==> config.mk <==
export PLATFORM = sky130hd
export DESIGN_NAME = motor_position_move_simulator_top
export DESIGN_NICKNAME = d
export VERILOG_FILES = /design/src/design/mpms_pkg.sv /design/src/design/motor_position_move_simulator_top.sv
export SDC_FILE = /design/constraint.sdc
export NUM_CORES = 2
export LEC_CHECK = 0
export BUFFER_PORTS_ARGS = -buffer_cell sky130_fd_sc_hd__buf_2
export CAP_MARGIN = 30
export CORE_ASPECT_RATIO = 0.7
export CORE_MARGIN = 3
export CORE_UTILIZATION = 43
export DETAILED_ROUTE_END_ITERATION = 16
export PLACE_DENSITY = 0.64
export RECOVER_POWER = 100
export SLEW_MARGIN = 0
export SYNTH_ARGS = -nofsm -noshare
export SYNTH_HDL_FRONTEND = slang
export SYNTH_SLANG_ARGS = --single-unit
==> constraint.sdc <==
create_clock -name clk_i -period 42.4 [get_ports clk_i]
set_input_delay 2.12 -clock clk_i [delete_from_list [all_inputs] [get_ports clk_i]]
set_output_delay 2.12 -clock clk_i [all_outputs]
set_load 0.03 [all_outputs]
==> src/design/mpms_pkg.sv <==
// Package for the motor position move simulator.
// Holds the fixed-point formats, the control constants and the input request type.
// No dependencies.
package mpms_pkg;

  // Fixed-point formats: position is signed Q32.16.
  localparam int unsigned FracBits = 16;
  localparam int unsigned CountW   = 32;
  localparam int unsigned PosW     = CountW + FracBits;
  localparam int unsigned ErrW     = PosW + 1;
  localparam int unsigned SpeedW   = 32;

  // Deadband of eight counts and a half-count speed, both in Q.16.
  localparam logic signed [ErrW-1:0]   DeadbandQ = ErrW'(8) <<< FracBits;
  localparam logic signed [SpeedW-1:0] HalfQ     = SpeedW'(1) <<< (FracBits - 1);

  // Position saturation limits.
  localparam logic signed [PosW-1:0] PosMax = {1'b0, {(PosW-1){1'b1}}};
  localparam logic signed [PosW-1:0] PosMin = {1'b1, {(PosW-1){1'b0}}};

  // One update request as held in the input register.
  typedef struct packed {
    logic [1:0]         motor_index;
    logic [14:0]        speed_limit;
    logic signed [31:0] target_position;
    logic signed [7:0]  drive_level;
    logic               clear_position;
    logic [15:0]        elapsed_time;
  } mpms_req_t;

endpackage

==> src/design/motor_position_move_simulator_top.sv <==
// Top level of the motor position move simulator: per-motor position update.
// Depends on mpms_pkg.
//
// Usage: every request on the input channel is one update tick for one motor.
// It carries the motor index, the speed limit (0 selects direct drive mode),
// the target count, the drive level, a clear flag and the elapsed time.
// Every request yields exactly one result: the motor index, the new integer
// count (truncated toward zero) and the mask of motors in a position move.
// A request to a motor index at or above MOTOR_COUNT changes nothing and
// returns count 0 with the current mask.
// Both channels use valid/stall; a request moves when valid is high and
// stall is low. The request is captured in an input register, the update is
// computed combinationally from it, and the result is registered: the result
// is offered from the result register. One request is taken per cycle while
// the receiver does not stall; the rate is set by the read-modify-write of
// the per-motor position register, so back-to-back ticks to the same motor
// see each other's updates. When the receiver stalls, the result holds and
// the input register keeps its request, after which the input channel stalls too.
// Reset clears all positions to zero, the motion mask and both valid flags.
module motor_position_move_simulator_top #(
  parameter int MOTOR_COUNT = 4
) (
  input  logic               clk_i,
  input  logic               rst_ni,
  input  logic               in_valid_i,
  output logic               in_stall_o,
  input  logic [1:0]         motor_index_i,
  input  logic [14:0]        speed_limit_i,
  input  logic signed [31:0] target_position_i,
  input  logic signed [7:0]  drive_level_i,
  input  logic               clear_position_i,
  input  logic [15:0]        elapsed_time_i,
  output logic               out_valid_o,
  input  logic               out_stall_i,
  output logic [1:0]         motor_index_out_o,
  output logic signed [31:0] position_count_o,
  output logic [3:0]         moving_mask_o
);
  import mpms_pkg::*;

  localparam int MotorIdxW = (MOTOR_COUNT > 1) ? $clog2(MOTOR_COUNT) : 1;
  localparam int FlagW     = (MOTOR_COUNT > 4) ? MOTOR_COUNT : 4;

  // Truncate a Q32.16 position toward zero to its integer count.
  function automatic logic signed [CountW-1:0] trunc_count(input logic signed [PosW-1:0] p);
    logic signed [CountW-1:0] c;
    c = p[PosW-1:FracBits];
    if (p[PosW-1] && (p[FracBits-1:0] != '0)) begin
      c = c + CountW'(1);
    end
    return c;
  endfunction

  mpms_req_t                 req_q;
  logic                      in_vld_q;
  logic                      out_vld_q;
  logic                      adv;
  logic                      in_take;
  logic signed [PosW-1:0]    pos_q [MOTOR_COUNT];
  logic [FlagW-1:0]          flags_q, flags_d;
  logic [1:0]                out_idx_q;
  logic signed [CountW-1:0]  out_count_q;
  logic [3:0]                out_mask_q;

  logic                      in_range;
  logic [MotorIdxW-1:0]      idx;
  logic signed [PosW-1:0]    pos_old, pos_new, pos_sat;
  logic signed [ErrW-1:0]    err, tgt_q;
  logic signed [ErrW:0]      err2, lim;
  logic signed [SpeedW-1:0]  lim32, speed, speed_pos;
  logic signed [CountW-1:0]  count_old;
  logic signed [11:0]        pwm_x, pwm15;
  logic                      in_dead, in_lin;
  logic                      spd_neg;
  logic [SpeedW-1:0]         spd_mag;
  logic [46:0]               prod;
  logic signed [ErrW-1:0]    step, sum;

  // Handshake: the compute stage advances when the result register is free.
  assign adv        = in_vld_q && (!out_vld_q || !out_stall_i);
  assign in_stall_o = in_vld_q && !adv;
  assign in_take    = in_valid_i && !in_stall_o;

  // Input register.
  always_ff @(posedge clk_i or negedge rst_ni) begin
    if (!rst_ni) begin
      in_vld_q <= 1'b0;
    end else if (in_take) begin
      in_vld_q <= 1'b1;
    end else if (adv) begin
      in_vld_q <= 1'b0;
    end
  end

  always_ff @(posedge clk_i) begin
    if (in_take) begin
      req_q.motor_index     <= motor_index_i;
      req_q.speed_limit     <= speed_limit_i;
      req_q.target_position <= target_position_i;
      req_q.drive_level     <= drive_level_i;
      req_q.clear_position  <= clear_position_i;
      req_q.elapsed_time    <= elapsed_time_i;
    end
  end

  // Select the motor and read its current position.
  always_comb begin
    in_range = int'(req_q.motor_index) < MOTOR_COUNT;
    idx      = MotorIdxW'(req_q.motor_index);
    pos_old  = in_range ? pos_q[idx] : '0;
  end

  // Speed selection: proportional move with deadband, or direct drive.
  always_comb begin
    tgt_q     = {req_q.target_position[31], req_q.target_position, {FracBits{1'b0}}};
    err       = tgt_q - {pos_old[PosW-1], pos_old};
    err2      = {err, 1'b0};
    lim       = {{(ErrW + 1 - 15 - FracBits){1'b0}}, req_q.speed_limit, {FracBits{1'b0}}};
    lim32     = {1'b0, req_q.speed_limit, {FracBits{1'b0}}};
    count_old = trunc_count(pos_old);
    in_dead   = (err < DeadbandQ) && (err > -DeadbandQ);
    in_lin    = (err2 < lim) && (err2 > -lim);
    pwm_x     = {{4{req_q.drive_level[7]}}, req_q.drive_level};
    pwm15     = (pwm_x <<< 4) - pwm_x;
    flags_d   = flags_q;

    if (in_dead) begin
      speed_pos = '0;
    end else if (in_lin) begin
      speed_pos = err2[SpeedW-1:0];
    end else if (err[ErrW-1]) begin
      speed_pos = -lim32;
    end else begin
      speed_pos = lim32;
    end

    if (req_q.speed_limit != '0) begin
      speed = speed_pos;
      // Stop once the count has passed the target in the direction of travel.
      if (!speed_pos[SpeedW-1] && (speed_pos != '0) &&
          (count_old > req_q.target_position)) begin
        speed = '0;
        flags_d[req_q.motor_index] = 1'b0;
      end else if (speed_pos[SpeedW-1] && (count_old < req_q.target_position)) begin
        speed = '0;
        flags_d[req_q.motor_index] = 1'b0;
      end else if ((speed_pos > -HalfQ) && (speed_pos < HalfQ)) begin
        flags_d[req_q.motor_index] = 1'b0;
      end else begin
        flags_d[req_q.motor_index] = 1'b1;
      end
    end else begin
      speed = {{(SpeedW - 12 - FracBits){pwm15[11]}}, pwm15, {FracBits{1'b0}}};
    end

    if (!in_range) begin
      flags_d = flags_q;
    end
  end

  // Integrate speed times elapsed time, truncated toward zero, with saturation; a clear request zeroes the position.
  always_comb begin
    spd_neg = speed[SpeedW-1];
    spd_mag = spd_neg ? -speed : speed;
    prod    = spd_mag[30:0] * req_q.elapsed_time;
    step    = {{(ErrW - 31){1'b0}}, prod[46:FracBits]};
    if (spd_neg) begin
      step = -step;
    end
    sum = {pos_old[PosW-1], pos_old} + step;
    if (sum[ErrW-1] != sum[ErrW-2]) begin
      pos_sat = sum[ErrW-1] ? PosMin : PosMax;
    end else begin
      pos_sat = sum[PosW-1:0];
    end
    pos_new = req_q.clear_position ? '0 : pos_sat;
  end

  // Motor state, written when the update advances.
  always_ff @(posedge clk_i or negedge rst_ni) begin
    if (!rst_ni) begin
      for (int i = 0; i < MOTOR_COUNT; i++) begin
        pos_q[i] <= '0;
      end
      flags_q <= '0;
    end else if (adv) begin
      if (in_range) begin
        pos_q[idx] <= pos_new;
      end
      flags_q <= flags_d;
    end
  end

  // Result register.
  always_ff @(posedge clk_i or negedge rst_ni) begin
    if (!rst_ni) begin
      out_vld_q <= 1'b0;
    end else if (adv) begin
      out_vld_q <= 1'b1;
    end else if (!out_stall_i) begin
      out_vld_q <= 1'b0;
    end
  end

  always_ff @(posedge clk_i) begin
    if (adv) begin
      out_idx_q   <= req_q.motor_index;
      out_count_q <= in_range ? trunc_count(pos_new) : '0;
      out_mask_q  <= flags_d[3:0];
    end
  end

  assign out_valid_o       = out_vld_q;
  assign motor_index_out_o = out_idx_q;
  assign position_count_o  = out_count_q;
  assign moving_mask_o     = out_mask_q;

`ifndef SYNTHESIS
  // The input side only stalls while it holds a request.
  a_stall_holds_req: assert property (@(posedge clk_i) disable iff (!rst_ni)
    in_stall_o |-> in_vld_q)
    else $error("input stall without a held request");

  // A held request that cannot advance is kept.
  a_req_kept: assert property (@(posedge clk_i) disable iff (!rst_ni)
    (in_vld_q && !adv) |=> in_vld_q)
    else $error("held request lost");

  // Every advanced update shows up as a result.
  a_adv_result: assert property (@(posedge clk_i) disable iff (!rst_ni)
    adv |=> out_vld_q)
    else $error("advanced update produced no result");

  // A clear request on a valid motor reports count zero.
  a_clear_zero: assert property (@(posedge clk_i) disable iff (!rst_ni)
    (adv && in_range && req_q.clear_position) |=> (out_count_q == '0))
    else $error("cleared motor reported nonzero count");
`endif

endmodule
==> run_results.csv <==
group,metric,value,unit
timing,final-max-slew-violation-count,481,
worst_setup_path,required,42.75,ns
clocking,cts_tree,"built",
worst_setup_path,cp_common_cell,"a21oi_1",
synthesis,synth.most_common_cell,"nand2_1",
global_route,gr-total-overflow,0,
timing,maxSlewHeadroom,-170,%
clocking,htree_levels,2,
synthesis,netlist_instances,4667,
worst_setup_path,cp.buffers_inverters,12,
timing,fmax,32.8,MHz
synthesis,ys_warn_count,0,
detailed_routing,postRouteAntennaNets,0,
detailed_routing,num_vias,34247,
synthesis,yosysSeqAreaShare,20.9,%
timing,rsz0062_at_grt,"false",
global_route,grt_use_total,26.3,%
clocking,cts-root-buf,"clkbuf_16",
run_status,violations,"capacitance limit, slew limit",
timing,worst_pin_slew,4.04,ns
synthesis,syn_nets,5427,
timing,finalSetupTns,0,ns
detailed_routing,drt_pass1_iterations,6,
job,maxCapViolations,10,
clocking,cts_setup_buffers,0,
run_status,outcome,"finished with violations",
timing,skew,0.0387,ns
synthesis,syn_area,39900,sq um
detailed_routing,drt_iter0_markers,3649,
global_route,antenna_found_initial,0,
synthesis,postSynthAreaPerCell,8.55,sq um
clocking,clock_path_buffers,3,
synthesis,synth_flop_cell,"dfrtp_1",
clocking,clock_latency,0.60,ns
detailed_routing,vias_per_cell,5.78,
clocking,numCtsBuffers,37,
clocking,cts_resized,0,
clocking,path_clk_slew,0.07,ns
floorplanning,rows,92,
floorplanning,die_h,261,um
worst_setup_path,rrSetupSlack,11.90,ns
synthesis,synth_top_area_share,19.6,%
worst_setup_path,timing.rr.end,"position_count_o[31]",
timing,fin_crit_sh,71.9,%
finish,nNetsFinal,5431,
detailed_routing,drc_errors,0,
floorplanning,ioPinCount,118,
finish,syn_to_final_growth,7.75,%
min_path,min_path_type,"reg -> reg",
worst_setup_path,end_kind,"register",
worst_setup_path,cp_max_fo,59,
worst_setup_path,r2r_start,"idx[1]",
clocking,cts_hold_buf,0,
floorplanning,die_width,370,um
worst_setup_path,crit_arrival,30.84,ns
synthesis,synth-edff-count,112,
global_route,grt_pass1_vias,33249,
floorplanning,initial_core_util,43.9,%
global_route,grt_max_degree,87,
synthesis,synthArstFlopShare,63.9,%
worst_setup_path,crit_type,"reg -> reg",
synthesis,ys_top_cells_by_area,"fa_1 (20%), dfrtp_1 (12%), ha_1 (9.2%), edfxtp_1 (8.4%), nand2_1 (6.5%)",
timing,final_hold_viol_count,0,
global_route,grt_pass1_wl,197000,um
worst_setup_path,crit_path_end,"position_count_o[31]",
timing,finalSetupViolations,0,
timing,post-route-min-period,30.50,ns
placed_design,io_buffer_count,117,
finish,drive_gt1_share,6.68,%
detailed_routing,wl_per_cell,21.3,um
floorplanning,die_area,96500,sq um
worst_setup_path,cp_slowest_cell,"clkbuf_1",
synthesis,synth_cell_types,94,
synthesis,synth.largest_area_cell,"fa_1",
worst_setup_path,r2r_cells,82,
worst_setup_path,startpoint_type,"register",
worst_setup_path,crit_family,"compound AO/OA/AOI/OAI gates",
synthesis,ys_top_cells_by_count,"nand2_1 (694), inv_1 (581), fa_1 (390)",
clocking,clock_sinks,310,
synthesis,synth-seq-cells,310,
worst_setup_path,crit_cells,82,
detailed_routing,wirelength,126000,um
placed_design,place_congestion,0.963,
worst_setup_path,slowest_delay,2.83,ns
placed_design,dp_hpwl,97800,um
worst_setup_path,startpoint,"idx[1]",
floorplanning,core,90900,sq um
-- worst min-delay path by stage --
| stage | start | end | slack, ns | cells past startpoint |
|---|---|---|---|---|
| global placement | pos_q[63] | pos_q[63] | 0.46 | 2 |
| finish | pos_q[127] | pos_q[127] | 0.47 | 2 |
| CTS | pos_q[1] | pos_q[1] | 0.48 | 2 |
| global route | pos_q[175] | pos_q[175] | 0.50 | 2 |
| floorplan | idx[0] | motor_index_out_o[0] | 0.42 | 0 |
| detailed placement | pos_q[1] | pos_q[1] | 0.47 | 2 |
-- cell type report --
| cell class | instances | area (sq um) |
|---|---|---|
| Fill cell | 8865 | 48000 |
| Multi-Input combinational cell | 3548 | 28600 |
| Sequential cell | 310 | 8320 |
| Inverter | 582 | 2180 |
| Tap cell | 1222 | 1530 |
| Timing Repair Buffer | 192 | 1060 |
| Clock buffer | 50 | 1010 |
| Clock inverter | 18 | 327 |
| Antenna cell | 1 | 2.50 |
-- per-stage QoR --
| step | setup WS, ns | utilization (%) | hold WS (ns) | instances | instance area [sq um] |
|---|---|---|---|---|---|
| after floorplan | 21.24 | - | 0.421 | 4667 | 39900 |
| after global placement | 18.49 | 45.9 | 0.456 | 5850 | 41800 |
| after detailed placement | 17.99 | 46.0 | 0.465 | 5852 | 41800 |
| after CTS | 17.90 | 47.4 | 0.479 | 5920 | 43100 |
| after global routing | 9.78 | 47.3 | 0.501 | 5922 | 43000 |
| final | 11.90 | 47.3 | 0.473 | 5923 | 43000 |
-- layout by cell type (no fill, tap or decap), drive strengths merged, types with 23 or more instances in the layout --
master	n
nand2	694
inv	585
fa	390
o21ai	376
ha	292
a21oi	238
dfrtp	198
nor2	196
and2	187
xnor2	160
buf	127
clkbuf	115
edfxtp	112
nor3	92
nand3	82
a21o	72
xor2	71
nand4	69
and3	63
mux4	47
nor4	40
o21bai	32
o21a	32
mux2	31
nor2b	30
nand2b	30
or3	26
o31ai	25
or4	23
or2	23
-- cells by family after synthesis --
group,count (synthesis),share of synthesized area (%)
AOI/OAI and AO/OA,949,14.4
xor gates and xnor gates,231,5.14
adders and majority gates,684,28.8
buffers and inverters,809,7.72
DFF,310,20.9
muxes,81,3.60
and+or+nand+nor,1603,19.5
-- state kept, by name, summed over array words and instances, names as in the netlist --
| name | count |
|---|---|
| pos_q | 192 |
| req_q | 49 |
| position_count_o | 32 |
| lim | 15 |
| pwm_x | 8 |
| flags_q | 4 |
| moving_mask_o | 4 |
| idx | 2 |
| motor_index_out_o | 2 |
| in_vld_q | 1 |
| out_valid_o | 1 |
-- layer usage --
metal / share of wire (%) / wire length [um] / vias up / track usage [%]
li1: - / - / 15755 / -
met1: 47 / 59600 / 16841 / 40.7
met2: 39 / 49500 / 1521 / 35.7
met3: 12 / 14700 / 130 / 7.63
met4: 1.9 / 2380 / 0 / 5.20
met5: 0 / 0 / - / 0
-- worst min-delay path: stages (launching register included) --
cell	delay, ns
dfrtp_1	0.34
nand2_1	0.04
o21ai_0	0.06
Power is left out: the tool's default activity adds up to more than one toggle a clock period on the data nets, which glitch-free logic cannot reach.
